$ cat src/rtl/quadrature_motor_speed_position_ctrl_defines.svh
// Assertion macros shared by the motor controller RTL.
// In synthesis builds every macro expands to nothing.
`ifndef QUADRATURE_MOTOR_SPEED_POSITION_CTRL_DEFINES_SVH
`define QUADRATURE_MOTOR_SPEED_POSITION_CTRL_DEFINES_SVH

`ifndef SYNTHESIS

// Same-cycle implication: whenever ante holds, cons holds too.
`define QMC_ASSERT_IMP(lbl, clk, rst_n, ante, cons) \
	lbl: assert property (@(posedge clk) disable iff (!rst_n) (ante) |-> (cons)) \
		else $error("assertion failed: same-cycle implication");

// Next-cycle implication: whenever ante holds, cons holds in the next cycle.
`define QMC_ASSERT_NXT(lbl, clk, rst_n, ante, cons) \
	lbl: assert property (@(posedge clk) disable iff (!rst_n) (ante) |=> (cons)) \
		else $error("assertion failed: next-cycle implication");

// The expression must never be true.
`define QMC_ASSERT_NEVER(lbl, clk, rst_n, expr) \
	lbl: assert property (@(posedge clk) disable iff (!rst_n) !(expr)) \
		else $error("assertion failed: forbidden condition");

`else

`define QMC_ASSERT_IMP(lbl, clk, rst_n, ante, cons)
`define QMC_ASSERT_NXT(lbl, clk, rst_n, ante, cons)
`define QMC_ASSERT_NEVER(lbl, clk, rst_n, expr)

`endif

`endif

$ cat src/rtl/qmc_pkg.sv
package qmc_pkg;

	// Field widths
	localparam int CPR_W       = 13;
	localparam int SCALE_W     = 16;
	localparam int DUTY_W      = 8;
	localparam int RPM_W       = 16;
	localparam int VALUE_W     = 16;
	localparam int MODE_W      = 2;
	localparam int REQ_W       = 2;
	localparam int CMD_W       = 8;
	localparam int GOAL_W      = CPR_W + VALUE_W;
	localparam int OUT_COUNT_W = 32;
	localparam int CFG_IDX_W   = 3;
	localparam int CFG_DATA_W  = 16;
	localparam int OP_W        = 3;

	// Decoded item queue between front and back
	localparam int QUEUE_DEPTH = 2;

	// Request types on the input channel
	localparam logic [REQ_W-1:0] REQ_EDGE_A = 2'd0;
	localparam logic [REQ_W-1:0] REQ_EDGE_B = 2'd1;
	localparam logic [REQ_W-1:0] REQ_TICK   = 2'd2;
	localparam logic [REQ_W-1:0] REQ_CMD    = 2'd3;

	// Command bytes
	localparam logic [CMD_W-1:0] CMD_STOP     = 8'h45;
	localparam logic [CMD_W-1:0] CMD_SPEED    = 8'h53;
	localparam logic [CMD_W-1:0] CMD_POSITION = 8'h50;

	// Decoded operations
	localparam logic [OP_W-1:0] OP_INC   = 3'd0;
	localparam logic [OP_W-1:0] OP_DEC   = 3'd1;
	localparam logic [OP_W-1:0] OP_TICK  = 3'd2;
	localparam logic [OP_W-1:0] OP_STOP  = 3'd3;
	localparam logic [OP_W-1:0] OP_SPEED = 3'd4;
	localparam logic [OP_W-1:0] OP_POS   = 3'd5;
	localparam logic [OP_W-1:0] OP_NOP   = 3'd6;

	// Run modes
	localparam logic [MODE_W-1:0] RUN_STOPPED = 2'd0;
	localparam logic [MODE_W-1:0] RUN_SPEED   = 2'd1;
	localparam logic [MODE_W-1:0] RUN_POS     = 2'd2;

	// Configuration register indexes
	localparam logic [CFG_IDX_W-1:0] REG_CPR        = 3'd0;
	localparam logic [CFG_IDX_W-1:0] REG_RPM_SCALE  = 3'd1;
	localparam logic [CFG_IDX_W-1:0] REG_SPEED_STEP = 3'd2;
	localparam logic [CFG_IDX_W-1:0] REG_START_DUTY = 3'd3;
	localparam logic [CFG_IDX_W-1:0] REG_POS_DUTY   = 3'd4;

	// Configuration reset values
	localparam logic [CPR_W-1:0]   CPR_RST        = 13'd80;
	localparam logic [SCALE_W-1:0] RPM_SCALE_RST  = 16'd600;
	localparam logic [DUTY_W-1:0]  SPEED_STEP_RST = 8'd5;
	localparam logic [DUTY_W-1:0]  START_DUTY_RST = 8'd80;
	localparam logic [DUTY_W-1:0]  POS_DUTY_RST   = 8'd150;

	localparam logic [DUTY_W-1:0] DUTY_MAX = 8'hFF;
	localparam logic [RPM_W-1:0]  RPM_MAX  = 16'hFFFF;

	typedef struct packed {
		logic [CPR_W-1:0]   cpr;
		logic [SCALE_W-1:0] scale;
		logic [DUTY_W-1:0]  step;
		logic [DUTY_W-1:0]  start_duty;
		logic [DUTY_W-1:0]  pos_duty;
	} cfg_t;

	typedef struct packed {
		logic [OP_W-1:0]    op;
		logic [VALUE_W-1:0] value;
	} item_t;

	typedef struct packed {
		logic [DUTY_W-1:0]             duty;
		logic                          fwd;
		logic [MODE_W-1:0]             mode;
		logic [RPM_W-1:0]              rpm;
		logic                          reached;
		logic signed [OUT_COUNT_W-1:0] count;
	} result_t;

endpackage

$ cat src/rtl/qmc_front.sv
module qmc_front (
	input  logic                           in_valid,
	output logic                           in_stall,
	input  logic [qmc_pkg::REQ_W-1:0]      req_type,
	input  logic                           chan_a,
	input  logic                           chan_b,
	input  logic [qmc_pkg::CMD_W-1:0]      cmd_mode,
	input  logic [qmc_pkg::VALUE_W-1:0]    cmd_value,
	input  logic                           q_full,
	output logic                           q_push,
	output qmc_pkg::item_t                 q_item
);

	// The input side stalls only while the queue has no free entry.
	assign in_stall = q_full;
	assign q_push   = in_valid && !q_full;

	// Classify the item into one operation for the back end.
	always_comb begin
		q_item.value = cmd_value;
		case (req_type)
			qmc_pkg::REQ_EDGE_A: begin
				q_item.op = (chan_a == chan_b) ? qmc_pkg::OP_INC : qmc_pkg::OP_DEC;
			end
			qmc_pkg::REQ_EDGE_B: begin
				q_item.op = (chan_a != chan_b) ? qmc_pkg::OP_INC : qmc_pkg::OP_DEC;
			end
			qmc_pkg::REQ_TICK: begin
				q_item.op = qmc_pkg::OP_TICK;
			end
			default: begin
				case (cmd_mode)
					qmc_pkg::CMD_STOP:     q_item.op = qmc_pkg::OP_STOP;
					qmc_pkg::CMD_SPEED:    q_item.op = qmc_pkg::OP_SPEED;
					qmc_pkg::CMD_POSITION: q_item.op = qmc_pkg::OP_POS;
					default:               q_item.op = qmc_pkg::OP_NOP;
				endcase
			end
		endcase
	end

endmodule

$ cat src/rtl/qmc_queue.sv
`include "quadrature_motor_speed_position_ctrl_defines.svh"

module qmc_queue (
	input  logic           clk,
	input  logic           arst_n,
	input  logic           push,
	input  qmc_pkg::item_t push_item,
	input  logic           pop,
	output qmc_pkg::item_t head,
	output logic           full,
	output logic           empty
);

	localparam int PTR_W = (qmc_pkg::QUEUE_DEPTH > 1) ? $clog2(qmc_pkg::QUEUE_DEPTH) : 1;
	localparam int CNT_W = $clog2(qmc_pkg::QUEUE_DEPTH + 1);
	localparam logic [CNT_W-1:0] CNT_FULL = CNT_W'(qmc_pkg::QUEUE_DEPTH);
	localparam logic [PTR_W-1:0] PTR_LAST = PTR_W'(qmc_pkg::QUEUE_DEPTH - 1);

	qmc_pkg::item_t   entry_q [qmc_pkg::QUEUE_DEPTH];
	logic [PTR_W-1:0] wr_ptr_q;
	logic [PTR_W-1:0] rd_ptr_q;
	logic [CNT_W-1:0] cnt_q;

	assign full  = (cnt_q == CNT_FULL);
	assign empty = (cnt_q == '0);
	assign head  = entry_q[rd_ptr_q];

	// Entry storage
	always_ff @(posedge clk) begin
		if (push) begin
			entry_q[wr_ptr_q] <= push_item;
		end
	end

	// Pointers and fill count
	always_ff @(posedge clk or negedge arst_n) begin
		if (!arst_n) begin
			wr_ptr_q <= '0;
			rd_ptr_q <= '0;
			cnt_q    <= '0;
		end else begin
			if (push) begin
				wr_ptr_q <= (wr_ptr_q == PTR_LAST) ? '0 : wr_ptr_q + PTR_W'(1);
			end
			if (pop) begin
				rd_ptr_q <= (rd_ptr_q == PTR_LAST) ? '0 : rd_ptr_q + PTR_W'(1);
			end
			if (push && !pop) begin
				cnt_q <= cnt_q + CNT_W'(1);
			end else if (pop && !push) begin
				cnt_q <= cnt_q - CNT_W'(1);
			end
		end
	end

	// A full queue takes no transfer, an empty one gives none, and the count tracks pushes.
	`QMC_ASSERT_NEVER(a_no_push_full, clk, arst_n, push && full)
	`QMC_ASSERT_NEVER(a_no_pop_empty, clk, arst_n, pop && empty)
	`QMC_ASSERT_NXT(a_cnt_up, clk, arst_n, push && !pop, cnt_q == $past(cnt_q) + CNT_W'(1))

endmodule

$ cat src/rtl/qmc_rpm.sv
module qmc_rpm #(
	parameter int COUNT_WIDTH = 32
) (
	input  logic                           clk,
	input  logic                           arst_n,
	input  logic                           start,
	input  logic [COUNT_WIDTH-1:0]         delta,
	input  logic [qmc_pkg::SCALE_W-1:0]    scale,
	input  logic [qmc_pkg::CPR_W-1:0]      cpr,
	output logic                           done,
	output logic [qmc_pkg::RPM_W-1:0]      rpm
);

	localparam int PW     = COUNT_WIDTH + qmc_pkg::SCALE_W;
	localparam int STEPS  = (qmc_pkg::SCALE_W > qmc_pkg::RPM_W) ? qmc_pkg::SCALE_W
		: qmc_pkg::RPM_W;
	localparam int STEP_W = $clog2(STEPS);
	localparam int CPR_W  = qmc_pkg::CPR_W;
	localparam int RPM_W  = qmc_pkg::RPM_W;

	localparam logic [2:0] R_IDLE = 3'd0;
	localparam logic [2:0] R_ABS  = 3'd1;
	localparam logic [2:0] R_MUL  = 3'd2;
	localparam logic [2:0] R_CHK  = 3'd3;
	localparam logic [2:0] R_DIV  = 3'd4;

	logic [2:0]                  state_q;
	logic [STEP_W-1:0]           step_q;
	logic                        done_q;
	logic [COUNT_WIDTH-1:0]      delta_q;
	logic [COUNT_WIDTH-1:0]      mag_q;
	logic [qmc_pkg::SCALE_W-1:0] mult_q;
	logic [PW-1:0]               acc_q;
	logic [CPR_W-1:0]            rem_q;
	logic [RPM_W-1:0]            low_q;
	logic [RPM_W-1:0]            rpm_q;

	logic [PW-1:0]      addend;
	logic [CPR_W:0]     trial;
	logic [CPR_W:0]     trial_diff;
	logic               trial_ge;
	logic               acc_zero;
	logic               acc_sat;

	// Shift-add multiply, most significant multiplier bit first.
	assign addend = mult_q[qmc_pkg::SCALE_W-1] ? {{qmc_pkg::SCALE_W{1'b0}}, mag_q} : '0;

	// The quotient fits the result width only when the upper product is below the divisor.
	assign acc_zero = (acc_q == '0);
	assign acc_sat  = (acc_q[PW-1:RPM_W] >= {{(COUNT_WIDTH-CPR_W){1'b0}}, cpr});

	// One restoring division step per cycle.
	assign trial      = {rem_q, low_q[RPM_W-1]};
	assign trial_diff = trial - {1'b0, cpr};
	assign trial_ge   = (trial >= {1'b0, cpr});

	assign done = done_q;
	assign rpm  = rpm_q;

	// Sequencer
	always_ff @(posedge clk or negedge arst_n) begin
		if (!arst_n) begin
			state_q <= R_IDLE;
			step_q  <= '0;
			done_q  <= 1'b0;
		end else begin
			done_q <= 1'b0;
			case (state_q)
				R_IDLE: begin
					if (start) begin
						state_q <= R_ABS;
					end
				end
				R_ABS: begin
					step_q  <= STEP_W'(qmc_pkg::SCALE_W - 1);
					state_q <= R_MUL;
				end
				R_MUL: begin
					if (step_q == '0) begin
						state_q <= R_CHK;
					end else begin
						step_q <= step_q - STEP_W'(1);
					end
				end
				R_CHK: begin
					if (acc_zero || acc_sat) begin
						done_q  <= 1'b1;
						state_q <= R_IDLE;
					end else begin
						step_q  <= STEP_W'(RPM_W - 1);
						state_q <= R_DIV;
					end
				end
				R_DIV: begin
					if (step_q == '0) begin
						done_q  <= 1'b1;
						state_q <= R_IDLE;
					end else begin
						step_q <= step_q - STEP_W'(1);
					end
				end
				default: begin
					state_q <= R_IDLE;
				end
			endcase
		end
	end

	// Datapath
	always_ff @(posedge clk) begin
		case (state_q)
			R_IDLE: begin
				if (start) begin
					delta_q <= delta;
				end
			end
			R_ABS: begin
				mag_q  <= delta_q[COUNT_WIDTH-1] ? (~delta_q + COUNT_WIDTH'(1)) : delta_q;
				mult_q <= scale;
				acc_q  <= '0;
			end
			R_MUL: begin
				acc_q  <= {acc_q[PW-2:0], 1'b0} + addend;
				mult_q <= {mult_q[qmc_pkg::SCALE_W-2:0], 1'b0};
			end
			R_CHK: begin
				if (acc_zero) begin
					rpm_q <= '0;
				end else if (acc_sat) begin
					rpm_q <= qmc_pkg::RPM_MAX;
				end
				rem_q <= acc_q[RPM_W +: CPR_W];
				low_q <= acc_q[RPM_W-1:0];
			end
			R_DIV: begin
				rem_q <= trial_ge ? trial_diff[CPR_W-1:0] : trial[CPR_W-1:0];
				low_q <= {low_q[RPM_W-2:0], trial_ge};
				if (step_q == '0) begin
					rpm_q <= {low_q[RPM_W-2:0], trial_ge};
				end
			end
			default: begin
			end
		endcase
	end

endmodule

$ cat src/rtl/qmc_back.sv
`include "quadrature_motor_speed_position_ctrl_defines.svh"

module qmc_back #(
	parameter int COUNT_WIDTH = 32
) (
	input  logic                         clk,
	input  logic                         arst_n,
	input  qmc_pkg::cfg_t                cfg,
	input  logic                         q_empty,
	input  qmc_pkg::item_t               q_head,
	output logic                         q_pop,
	output logic                         rpm_start,
	output logic [COUNT_WIDTH-1:0]       rpm_delta,
	input  logic                         rpm_done,
	input  logic [qmc_pkg::RPM_W-1:0]    rpm_value,
	output logic                         out_valid,
	input  logic                         out_stall,
	output qmc_pkg::result_t             res
);

	localparam int WIDE_W = ((COUNT_WIDTH > qmc_pkg::OUT_COUNT_W) ? COUNT_WIDTH
		: qmc_pkg::OUT_COUNT_W) + 1;
	localparam logic [COUNT_WIDTH-1:0] CNT_ONE = COUNT_WIDTH'(1);

	localparam logic [1:0] ST_IDLE  = 2'd0;
	localparam logic [1:0] ST_WAIT  = 2'd1;
	localparam logic [1:0] ST_CHECK = 2'd2;

	logic [1:0]                    state_q;
	logic [COUNT_WIDTH-1:0]        count_q;
	logic [COUNT_WIDTH-1:0]        last_q;
	logic [qmc_pkg::MODE_W-1:0]    mode_q;
	logic [qmc_pkg::VALUE_W-1:0]   target_q;
	logic [qmc_pkg::DUTY_W-1:0]    duty_q;
	logic [qmc_pkg::RPM_W-1:0]     rpm_q;
	logic [qmc_pkg::GOAL_W-1:0]    goal_q;
	logic                          done_q;
	logic                          fwd_q;
	logic                          out_valid_q;
	qmc_pkg::result_t              res_q;

	logic                          out_free;
	logic                          emit;
	logic                          reach;
	logic [WIDE_W-1:0]             cnt_ext;
	logic [WIDE_W-1:0]             goal_ext;
	logic [qmc_pkg::DUTY_W:0]      duty_sum;
	logic [qmc_pkg::DUTY_W-1:0]    duty_up;
	logic [qmc_pkg::DUTY_W-1:0]    duty_down;

	assign out_free  = !out_valid_q || !out_stall;
	assign emit      = (state_q == ST_CHECK) && out_free;
	assign q_pop     = (state_q == ST_IDLE) && !q_empty;
	assign rpm_start = q_pop && (q_head.op == qmc_pkg::OP_TICK)
		&& (mode_q == qmc_pkg::RUN_SPEED);
	assign rpm_delta = count_q - last_q;

	// Signed count against the goal, both widened to one common width.
	assign cnt_ext  = {{(WIDE_W-COUNT_WIDTH){count_q[COUNT_WIDTH-1]}}, count_q};
	assign goal_ext = {{(WIDE_W-qmc_pkg::GOAL_W){1'b0}}, goal_q};
	assign reach    = (mode_q == qmc_pkg::RUN_POS) && !done_q
		&& ($signed(cnt_ext) >= $signed(goal_ext));

	// Saturating duty steps.
	assign duty_sum  = {1'b0, duty_q} + {1'b0, cfg.step};
	assign duty_up   = duty_sum[qmc_pkg::DUTY_W] ? qmc_pkg::DUTY_MAX
		: duty_sum[qmc_pkg::DUTY_W-1:0];
	assign duty_down = (duty_q < cfg.step) ? '0 : duty_q - cfg.step;

	assign out_valid = out_valid_q;
	assign res       = res_q;

	// Controller state and execution of one item at a time
	always_ff @(posedge clk or negedge arst_n) begin
		if (!arst_n) begin
			state_q  <= ST_IDLE;
			count_q  <= '0;
			last_q   <= '0;
			mode_q   <= qmc_pkg::RUN_STOPPED;
			target_q <= '0;
			duty_q   <= '0;
			rpm_q    <= '0;
			goal_q   <= '0;
			done_q   <= 1'b0;
			fwd_q    <= 1'b0;
		end else begin
			case (state_q)
				ST_IDLE: begin
					if (!q_empty) begin
						state_q <= rpm_start ? ST_WAIT : ST_CHECK;
						case (q_head.op)
							qmc_pkg::OP_INC: begin
								count_q <= count_q + CNT_ONE;
							end
							qmc_pkg::OP_DEC: begin
								count_q <= count_q - CNT_ONE;
							end
							qmc_pkg::OP_TICK: begin
								if (mode_q == qmc_pkg::RUN_SPEED) begin
									last_q <= count_q;
								end
							end
							qmc_pkg::OP_STOP: begin
								mode_q <= qmc_pkg::RUN_STOPPED;
								fwd_q  <= 1'b0;
								duty_q <= '0;
							end
							qmc_pkg::OP_SPEED: begin
								mode_q   <= qmc_pkg::RUN_SPEED;
								target_q <= q_head.value;
								last_q   <= count_q;
								rpm_q    <= '0;
								fwd_q    <= (q_head.value != '0);
								duty_q   <= (q_head.value != '0) ? cfg.start_duty : '0;
							end
							qmc_pkg::OP_POS: begin
								mode_q   <= qmc_pkg::RUN_POS;
								target_q <= q_head.value;
								count_q  <= '0;
								goal_q   <= qmc_pkg::GOAL_W'(q_head.value)
									* qmc_pkg::GOAL_W'(cfg.cpr);
								done_q   <= (q_head.value == '0);
								fwd_q    <= (q_head.value != '0);
								duty_q   <= (q_head.value != '0) ? cfg.pos_duty : '0;
							end
							default: begin
							end
						endcase
					end
				end
				ST_WAIT: begin
					// Bang-bang step of the duty toward the target speed.
					if (rpm_done) begin
						rpm_q   <= rpm_value;
						state_q <= ST_CHECK;
						if (rpm_value < target_q) begin
							duty_q <= duty_up;
						end else if (rpm_value > target_q) begin
							duty_q <= duty_down;
						end
					end
				end
				ST_CHECK: begin
					if (out_free) begin
						state_q <= ST_IDLE;
						if (reach) begin
							fwd_q  <= 1'b0;
							duty_q <= '0;
							done_q <= 1'b1;
						end
					end
				end
				default: begin
					state_q <= ST_IDLE;
				end
			endcase
		end
	end

	// Output register: valid flag
	always_ff @(posedge clk or negedge arst_n) begin
		if (!arst_n) begin
			out_valid_q <= 1'b0;
		end else if (emit) begin
			out_valid_q <= 1'b1;
		end else if (!out_stall) begin
			out_valid_q <= 1'b0;
		end
	end

	// Output register: result fields, with the position check folded in
	always_ff @(posedge clk) begin
		if (emit) begin
			res_q.duty    <= reach ? '0 : duty_q;
			res_q.fwd     <= reach ? 1'b0 : fwd_q;
			res_q.mode    <= mode_q;
			res_q.rpm     <= rpm_q;
			res_q.reached <= reach || done_q;
			res_q.count   <= cnt_ext[qmc_pkg::OUT_COUNT_W-1:0];
		end
	end

	// The rate unit answers only while a tick waits, a finished move leaves the bridge off,
	// and a nonzero duty always comes with forward drive.
	`QMC_ASSERT_IMP(a_rpm_done_wait, clk, arst_n, rpm_done, state_q == ST_WAIT)
	`QMC_ASSERT_IMP(a_pos_off, clk, arst_n, (mode_q == qmc_pkg::RUN_POS) && done_q, {fwd_q, duty_q} == '0)
	`QMC_ASSERT_IMP(a_duty_fwd, clk, arst_n, duty_q != '0, fwd_q)

endmodule

$ cat src/rtl/quadrature_motor_speed_position_ctrl.sv
// Quadrature encoder motor controller with stop, speed and position modes. Every input
// transfer (encoder edge, speed-sample tick or command) yields exactly one result transfer
// with the duty, bridge state, mode, last rpm, done flag and signed count after that item.
// A two-entry queue decouples the input from the execution unit, so items are taken while
// a result waits. The back end takes every item but a speed-mode tick from idle straight to
// the result check; such a tick waits for the rpm unit: 16 shift-add multiply and 16
// restoring divide steps, the divide skipped on a zero or saturated rpm. COUNT_WIDTH sets the
// wrapping quadrature counter width; the count port sign-extends or truncates it to 32 bits.
// The configuration port is always ready; writes to indexes beyond the register list are
// dropped, and configuration is to be written only while the block is idle.
module quadrature_motor_speed_position_ctrl #(
	parameter int COUNT_WIDTH = 32
) (
	input  logic                                 clk,
	input  logic                                 arst_n,
	input  logic                                 in_valid,
	output logic                                 in_stall,
	input  logic [qmc_pkg::REQ_W-1:0]            req_type,
	input  logic                                 chan_a,
	input  logic                                 chan_b,
	input  logic [qmc_pkg::CMD_W-1:0]            cmd_mode,
	input  logic [qmc_pkg::VALUE_W-1:0]          cmd_value,
	output logic                                 out_valid,
	input  logic                                 out_stall,
	output logic [qmc_pkg::DUTY_W-1:0]           pwm_duty,
	output logic                                 drive_forward,
	output logic [qmc_pkg::MODE_W-1:0]           mode_now,
	output logic [qmc_pkg::RPM_W-1:0]            measured_rpm,
	output logic                                 position_reached,
	output logic signed [qmc_pkg::OUT_COUNT_W-1:0] position_count,
	input  logic                                 cfg_valid,
	output logic                                 cfg_ready,
	input  logic [qmc_pkg::CFG_IDX_W-1:0]        cfg_index,
	input  logic [qmc_pkg::CFG_DATA_W-1:0]       cfg_data
);

	qmc_pkg::cfg_t            cfg_q;
	qmc_pkg::item_t           push_item;
	qmc_pkg::item_t           head_item;
	qmc_pkg::result_t         res;
	logic                     q_push;
	logic                     q_pop;
	logic                     q_full;
	logic                     q_empty;
	logic                     rpm_start;
	logic                     rpm_done;
	logic [COUNT_WIDTH-1:0]   rpm_delta;
	logic [qmc_pkg::RPM_W-1:0] rpm_value;

	assign cfg_ready = 1'b1;

	// Configuration registers
	always_ff @(posedge clk or negedge arst_n) begin
		if (!arst_n) begin
			cfg_q.cpr        <= qmc_pkg::CPR_RST;
			cfg_q.scale      <= qmc_pkg::RPM_SCALE_RST;
			cfg_q.step       <= qmc_pkg::SPEED_STEP_RST;
			cfg_q.start_duty <= qmc_pkg::START_DUTY_RST;
			cfg_q.pos_duty   <= qmc_pkg::POS_DUTY_RST;
		end else if (cfg_valid && cfg_ready) begin
			case (cfg_index)
				qmc_pkg::REG_CPR:        cfg_q.cpr        <= cfg_data[qmc_pkg::CPR_W-1:0];
				qmc_pkg::REG_RPM_SCALE:  cfg_q.scale      <= cfg_data[qmc_pkg::SCALE_W-1:0];
				qmc_pkg::REG_SPEED_STEP: cfg_q.step       <= cfg_data[qmc_pkg::DUTY_W-1:0];
				qmc_pkg::REG_START_DUTY: cfg_q.start_duty <= cfg_data[qmc_pkg::DUTY_W-1:0];
				qmc_pkg::REG_POS_DUTY:   cfg_q.pos_duty   <= cfg_data[qmc_pkg::DUTY_W-1:0];
				default: begin
				end
			endcase
		end
	end

	qmc_front u_front (
		.in_valid  (in_valid),
		.in_stall  (in_stall),
		.req_type  (req_type),
		.chan_a    (chan_a),
		.chan_b    (chan_b),
		.cmd_mode  (cmd_mode),
		.cmd_value (cmd_value),
		.q_full    (q_full),
		.q_push    (q_push),
		.q_item    (push_item)
	);

	qmc_queue u_queue (
		.clk       (clk),
		.arst_n    (arst_n),
		.push      (q_push),
		.push_item (push_item),
		.pop       (q_pop),
		.head      (head_item),
		.full      (q_full),
		.empty     (q_empty)
	);

	qmc_rpm #(
		.COUNT_WIDTH (COUNT_WIDTH)
	) u_rpm (
		.clk    (clk),
		.arst_n (arst_n),
		.start  (rpm_start),
		.delta  (rpm_delta),
		.scale  (cfg_q.scale),
		.cpr    (cfg_q.cpr),
		.done   (rpm_done),
		.rpm    (rpm_value)
	);

	qmc_back #(
		.COUNT_WIDTH (COUNT_WIDTH)
	) u_back (
		.clk       (clk),
		.arst_n    (arst_n),
		.cfg       (cfg_q),
		.q_empty   (q_empty),
		.q_head    (head_item),
		.q_pop     (q_pop),
		.rpm_start (rpm_start),
		.rpm_delta (rpm_delta),
		.rpm_done  (rpm_done),
		.rpm_value (rpm_value),
		.out_valid (out_valid),
		.out_stall (out_stall),
		.res       (res)
	);

	assign pwm_duty         = res.duty;
	assign drive_forward    = res.fwd;
	assign mode_now         = res.mode;
	assign measured_rpm     = res.rpm;
	assign position_reached = res.reached;
	assign position_count   = res.count;

endmodule

$ cat config.mk
export PLATFORM = sky130hd
export DESIGN_NAME = quadrature_motor_speed_position_ctrl
export DESIGN_NICKNAME = d
export VERILOG_FILES = /design/src/rtl/qmc_pkg.sv /design/src/rtl/qmc_front.sv /design/src/rtl/qmc_queue.sv /design/src/rtl/qmc_rpm.sv /design/src/rtl/qmc_back.sv /design/src/rtl/quadrature_motor_speed_position_ctrl.sv
export VERILOG_INCLUDE_DIRS = /design/src /design/src/rtl
export SDC_FILE = /design/constraint.sdc
export NUM_CORES = 2
export LEC_CHECK = 0
export BUFFER_PORTS_ARGS = -buffer_cell sky130_fd_sc_hd__buf_2
export CORE_UTILIZATION = 50
export DETAILED_ROUTE_END_ITERATION = 12
export GPL_TIMING_DRIVEN = 0
export PLACE_DENSITY = 0.77
export SLEW_MARGIN = 30
export SYNTH_ARGS = -nofsm -noshare
export SYNTH_HDL_FRONTEND = slang
export SYNTH_SLANG_ARGS = --single-unit
$ cat constraint.sdc
create_clock -name clk -period 17.1 [get_ports clk]
set_clock_uncertainty 0.15 [all_clocks]
set_input_delay 3.42 -clock clk [delete_from_list [all_inputs] [get_ports clk]]
set_output_delay 3.42 -clock clk [all_outputs]
set_load 0.01 [all_outputs]
==> flow_metrics.env <==
export IMPL_peakVddDrop_v=0.0005640
export IMPL_worst_slack_ps=9124
export IMPL_crit_path_start_kind="flop"
export IMPL_crit_arrival_ps=8310
export IMPL_setup_viol=0
export IMPL_vias=25380
export IMPL_grt_usage_pct=26.78
export IMPL_cts_clk_slew_worst_paths_ps=60
export IMPL_syn_nets=3782
export IMPL_drt_first_pass_iters=5
export IMPL_path_common_cell="fa_1"
export IMPL_wl_per_cell_um=20.10
export IMPL_ant_nets=0
export IMPL_clock_sinks=476
export IMPL_synth_cell_types=90
export IMPL_place_worst_setup_slack_ps=9226
export IMPL_cts_hold_buf=0
export IMPL_root_buffer="clkbuf_16"
export IMPL_drv_cap=0
export IMPL_cp_required_ps=17440
export IMPL_syn_to_final_growth_pct=11.63
export IMPL_vias_per_cell=5.757
export IMPL_setup_tns_ps=0
export IMPL_yosysSeqAreaShare_pct=39.98
export IMPL_timing_fmax_mhz=125.4
export IMPL_met2_usage_pct=42.51
export IMPL_top_usage_layer="met2"
export IMPL_syn_area_um2=33230
export IMPL_grt_pass1_wl_um=140100
export IMPL_ys_warn_count=0
export IMPL_rsz0062_at_grt="no"
export IMPL_start_util_pct=50.54
export IMPL_p_per_area_nw_per_um2=210.3
export IMPL_drt_initial_drc_count=2331
export IMPL_hold_path_class="reg -> reg"
export IMPL_use_met3_pct=4.727
export IMPL_ys_ff_latch=476
export IMPL_gr_usage_met1_pct=36.39
export IMPL_antenna_found_initial=4
export IMPL_synthCells=3310
export IMPL_cts_buffer_depth=3
export IMPL_critical_path_peak_fanout=10
export IMPL_criticalPathCategory="reg -> reg"
export IMPL_h_tree_depth=2
export IMPL_synth_edf_count=271
export IMPL_grt_pass1_vias=25020
export IMPL_synth_main_ff_cell="edfxtp_1"
export IMPL_rows=94
export IMPL_ios=115
export IMPL_worstMarginPinSlew_ps=1041
export IMPL_status="complete, no violations"
export IMPL_cp_slowest_cell="fa_1"
export IMPL_dieArea_um2=67490
export IMPL_portBuffers=111
export IMPL_core_um2=65750
export IMPL_cts_buffers=53
export IMPL_drive_above_1_share_pct=11.07
export IMPL_cts_tree="done"
export IMPL_cp_top_family="adder cells"
export IMPL_dieWidth_um=259.8
export IMPL_timing_final_crit_share_pct=46.64
export IMPL_end_kind="flop"
export IMPL_final_nets=3969
export IMPL_hpwl_um=67750
export IMPL_die_h_um=259.8
export IMPL_drc_errors=0
export IMPL_slowest_delay_ps=560
export IMPL_syn_avg_cell_area_um2=10.04
export IMPL_wl_um=88630
export IMPL_finalMaxSlewViolations=0
export IMPL_grt_max_degree=61
export IMPL_num_fill_cells=5541
export IMPL_crit_buf_inv=8
export IMPL_slew_headroom_pct=28.59
export IMPL_hold_violations=0
export IMPL_cts_setup_buffers=0
export IMPL_gp_congestion=0.9593
export IMPL_synthArstFlopShare_pct=43.07
export IMPL_grt_remaining_overflow=0
export IMPL_cts_repair_resized=0
export IMPL_clk_latency_ps=640
export IMPL_fin_crit_ps=7976
export IMPL_leakage_nw=16.72
[final timing paths]
kind                                                    from                       endpoint  slack [ps]  cells after the start
max in group asynchronous                             arst_n   u_back.out_valid$_DFFE_PN0P_       13300                      3
worst max-delay path            u_queue.rd_ptr_q$_DFFE_PN0P_  u_back.goal_q[28]$_DFFE_PN0P_        9120                     25
min in group asynchronous                             arst_n    u_back.rpm_q[9]$_DFFE_PN0P_        2530                      1
worst max register to register  u_queue.rd_ptr_q$_DFFE_PN0P_  u_back.goal_q[28]$_DFFE_PN0P_        9120                     25
worst min-delay path             u_back.rpm_q[0]$_DFFE_PN0P_       u_back.res[33]$_DFFE_PP_         290                      0
worst min register to register   u_back.rpm_q[0]$_DFFE_PN0P_       u_back.res[33]$_DFFE_PP_         290                      0
[state kept, by name (all words and copies together), names as in the netlist, 16 cells and up]
name	count
u_back.res	60
u_rpm.delta_q	32
cfg_q	53
u_back.rpm_q	16
u_back.target_q	16
u_rpm.rpm	16
u_queue.entry_q	38
u_rpm.acc_q	48
u_rpm.low_q	16
u_back.goal_q	29
u_back.last_q	32
u_rpm.mult_q	16
u_rpm.mag_q	32
u_back.count_q	32
[Yosys cell counts (all sizes together) (23+ instances only)]
| master | number | area [um^2] |
|---|---|---|
| edfxtp | 271 | 8138 |
| clkbuf | 87 | 326.6 |
| o21a | 42 | 315.3 |
| nor3 | 41 | 205.2 |
| nor2b | 25 | 156.4 |
| o21ai | 215 | 1080 |
| nand4 | 23 | 143.9 |
| inv | 368 | 1381 |
| nand2b | 40 | 257.7 |
| ha | 260 | 3253 |
| nand3 | 34 | 170.2 |
| a21oi | 147 | 743.2 |
| nor2 | 168 | 630.6 |
| o31ai | 25 | 216.5 |
| xor2 | 53 | 464.2 |
| mux2 | 94 | 1059 |
| and2 | 102 | 638.1 |
| a21o | 77 | 578.1 |
| fa | 160 | 3203 |
| xnor2 | 97 | 849.6 |
| mux2i | 28 | 280.3 |
| nand2 | 452 | 1697 |
| dfrtp | 191 | 4780 |
[through the flow]
stage                     util, %  cells  cell area (um^2)  hold WS (ps)  power (W)
after floorplan                 -   3310             33230         274.8   0.005036
after global placement      53.03   4285             34860         281.7   0.006359
after detailed placement    53.70   4306             35300         282.9   0.006453
after CTS                   56.40   4406             37080         270.7   0.007693
after global routing        56.41   4407             37090         296.8   0.008472
final                       56.42   4409             37090         287.0   0.007802
[logic make-up (layout without fill, tap and decap cells)]
group	Yosys count	after routing	share of synthesized area [%]
AND/OR/NAND/NOR	994	994	14.08
AO/OA/AOI/OAI	671	671	13.04
flip-flops	476	476	39.98
buffers and inverters	476	708	5.460
adder cells (fa/ha/maj)	420	420	19.43
XOR/XNOR	150	150	3.954
multiplexers	122	122	4.029
other	1	4	0.01129
[cells in the final DEF, fill, tap and decap left out, drive strengths merged, types with 11 or more instances in the layout]
cell type,instances
o31ai,25
and4,12
nor2b,25
mux2,94
a21oi,147
nand4,23
inv,370
nand3,34
a211oi,19
edfxtp,271
a211o,12
or3,15
o21ai,215
and3,22
xnor2,97
a31oi,18
nor3,41
dfrtp,191
o211ai,20
fa,160
mux2i,28
buf,153
and2,102
clkbuf,164
xor2,53
or2,11
nor2,168
dfstp,14
nor4,22
nand2,452
nand2b,40
ha,260
o21a,42
o21bai,12
a21o,77
[metal layers]
metal | share of wire, % | routed length (um)
met2 | 45 | 40220
met5 | 0.0079 | 7
met1 | 42 | 37350
met4 | 4.4 | 3935
met3 | 8.0 | 7119
[power breakdown]
group | internal, W | total [W] | switching, W
Sequential | 0.00127 | 0.00131 | 0.0000358
Clock | 0.000666 | 0.00116 | 0.000499
Combinational | 0.00215 | 0.00533 | 0.00318
[final cells by class]
cell class	instances	area [um^2]	area share, %
Antenna cell	3	7.507	0.02024
Buffer	108	432.9	1.167
Clock buffer	77	1516	4.089
Clock inverter	23	257.7	0.6949
Inverter	368	1381	3.724
Multi-Input combinational cell	2358	18210	49.08
Sequential cell	476	13290	35.82
Tap cell	864	1081	2.915
Timing Repair Buffer	132	923.4	2.490
No activity file was read; power rests on OpenSTA's default activity.
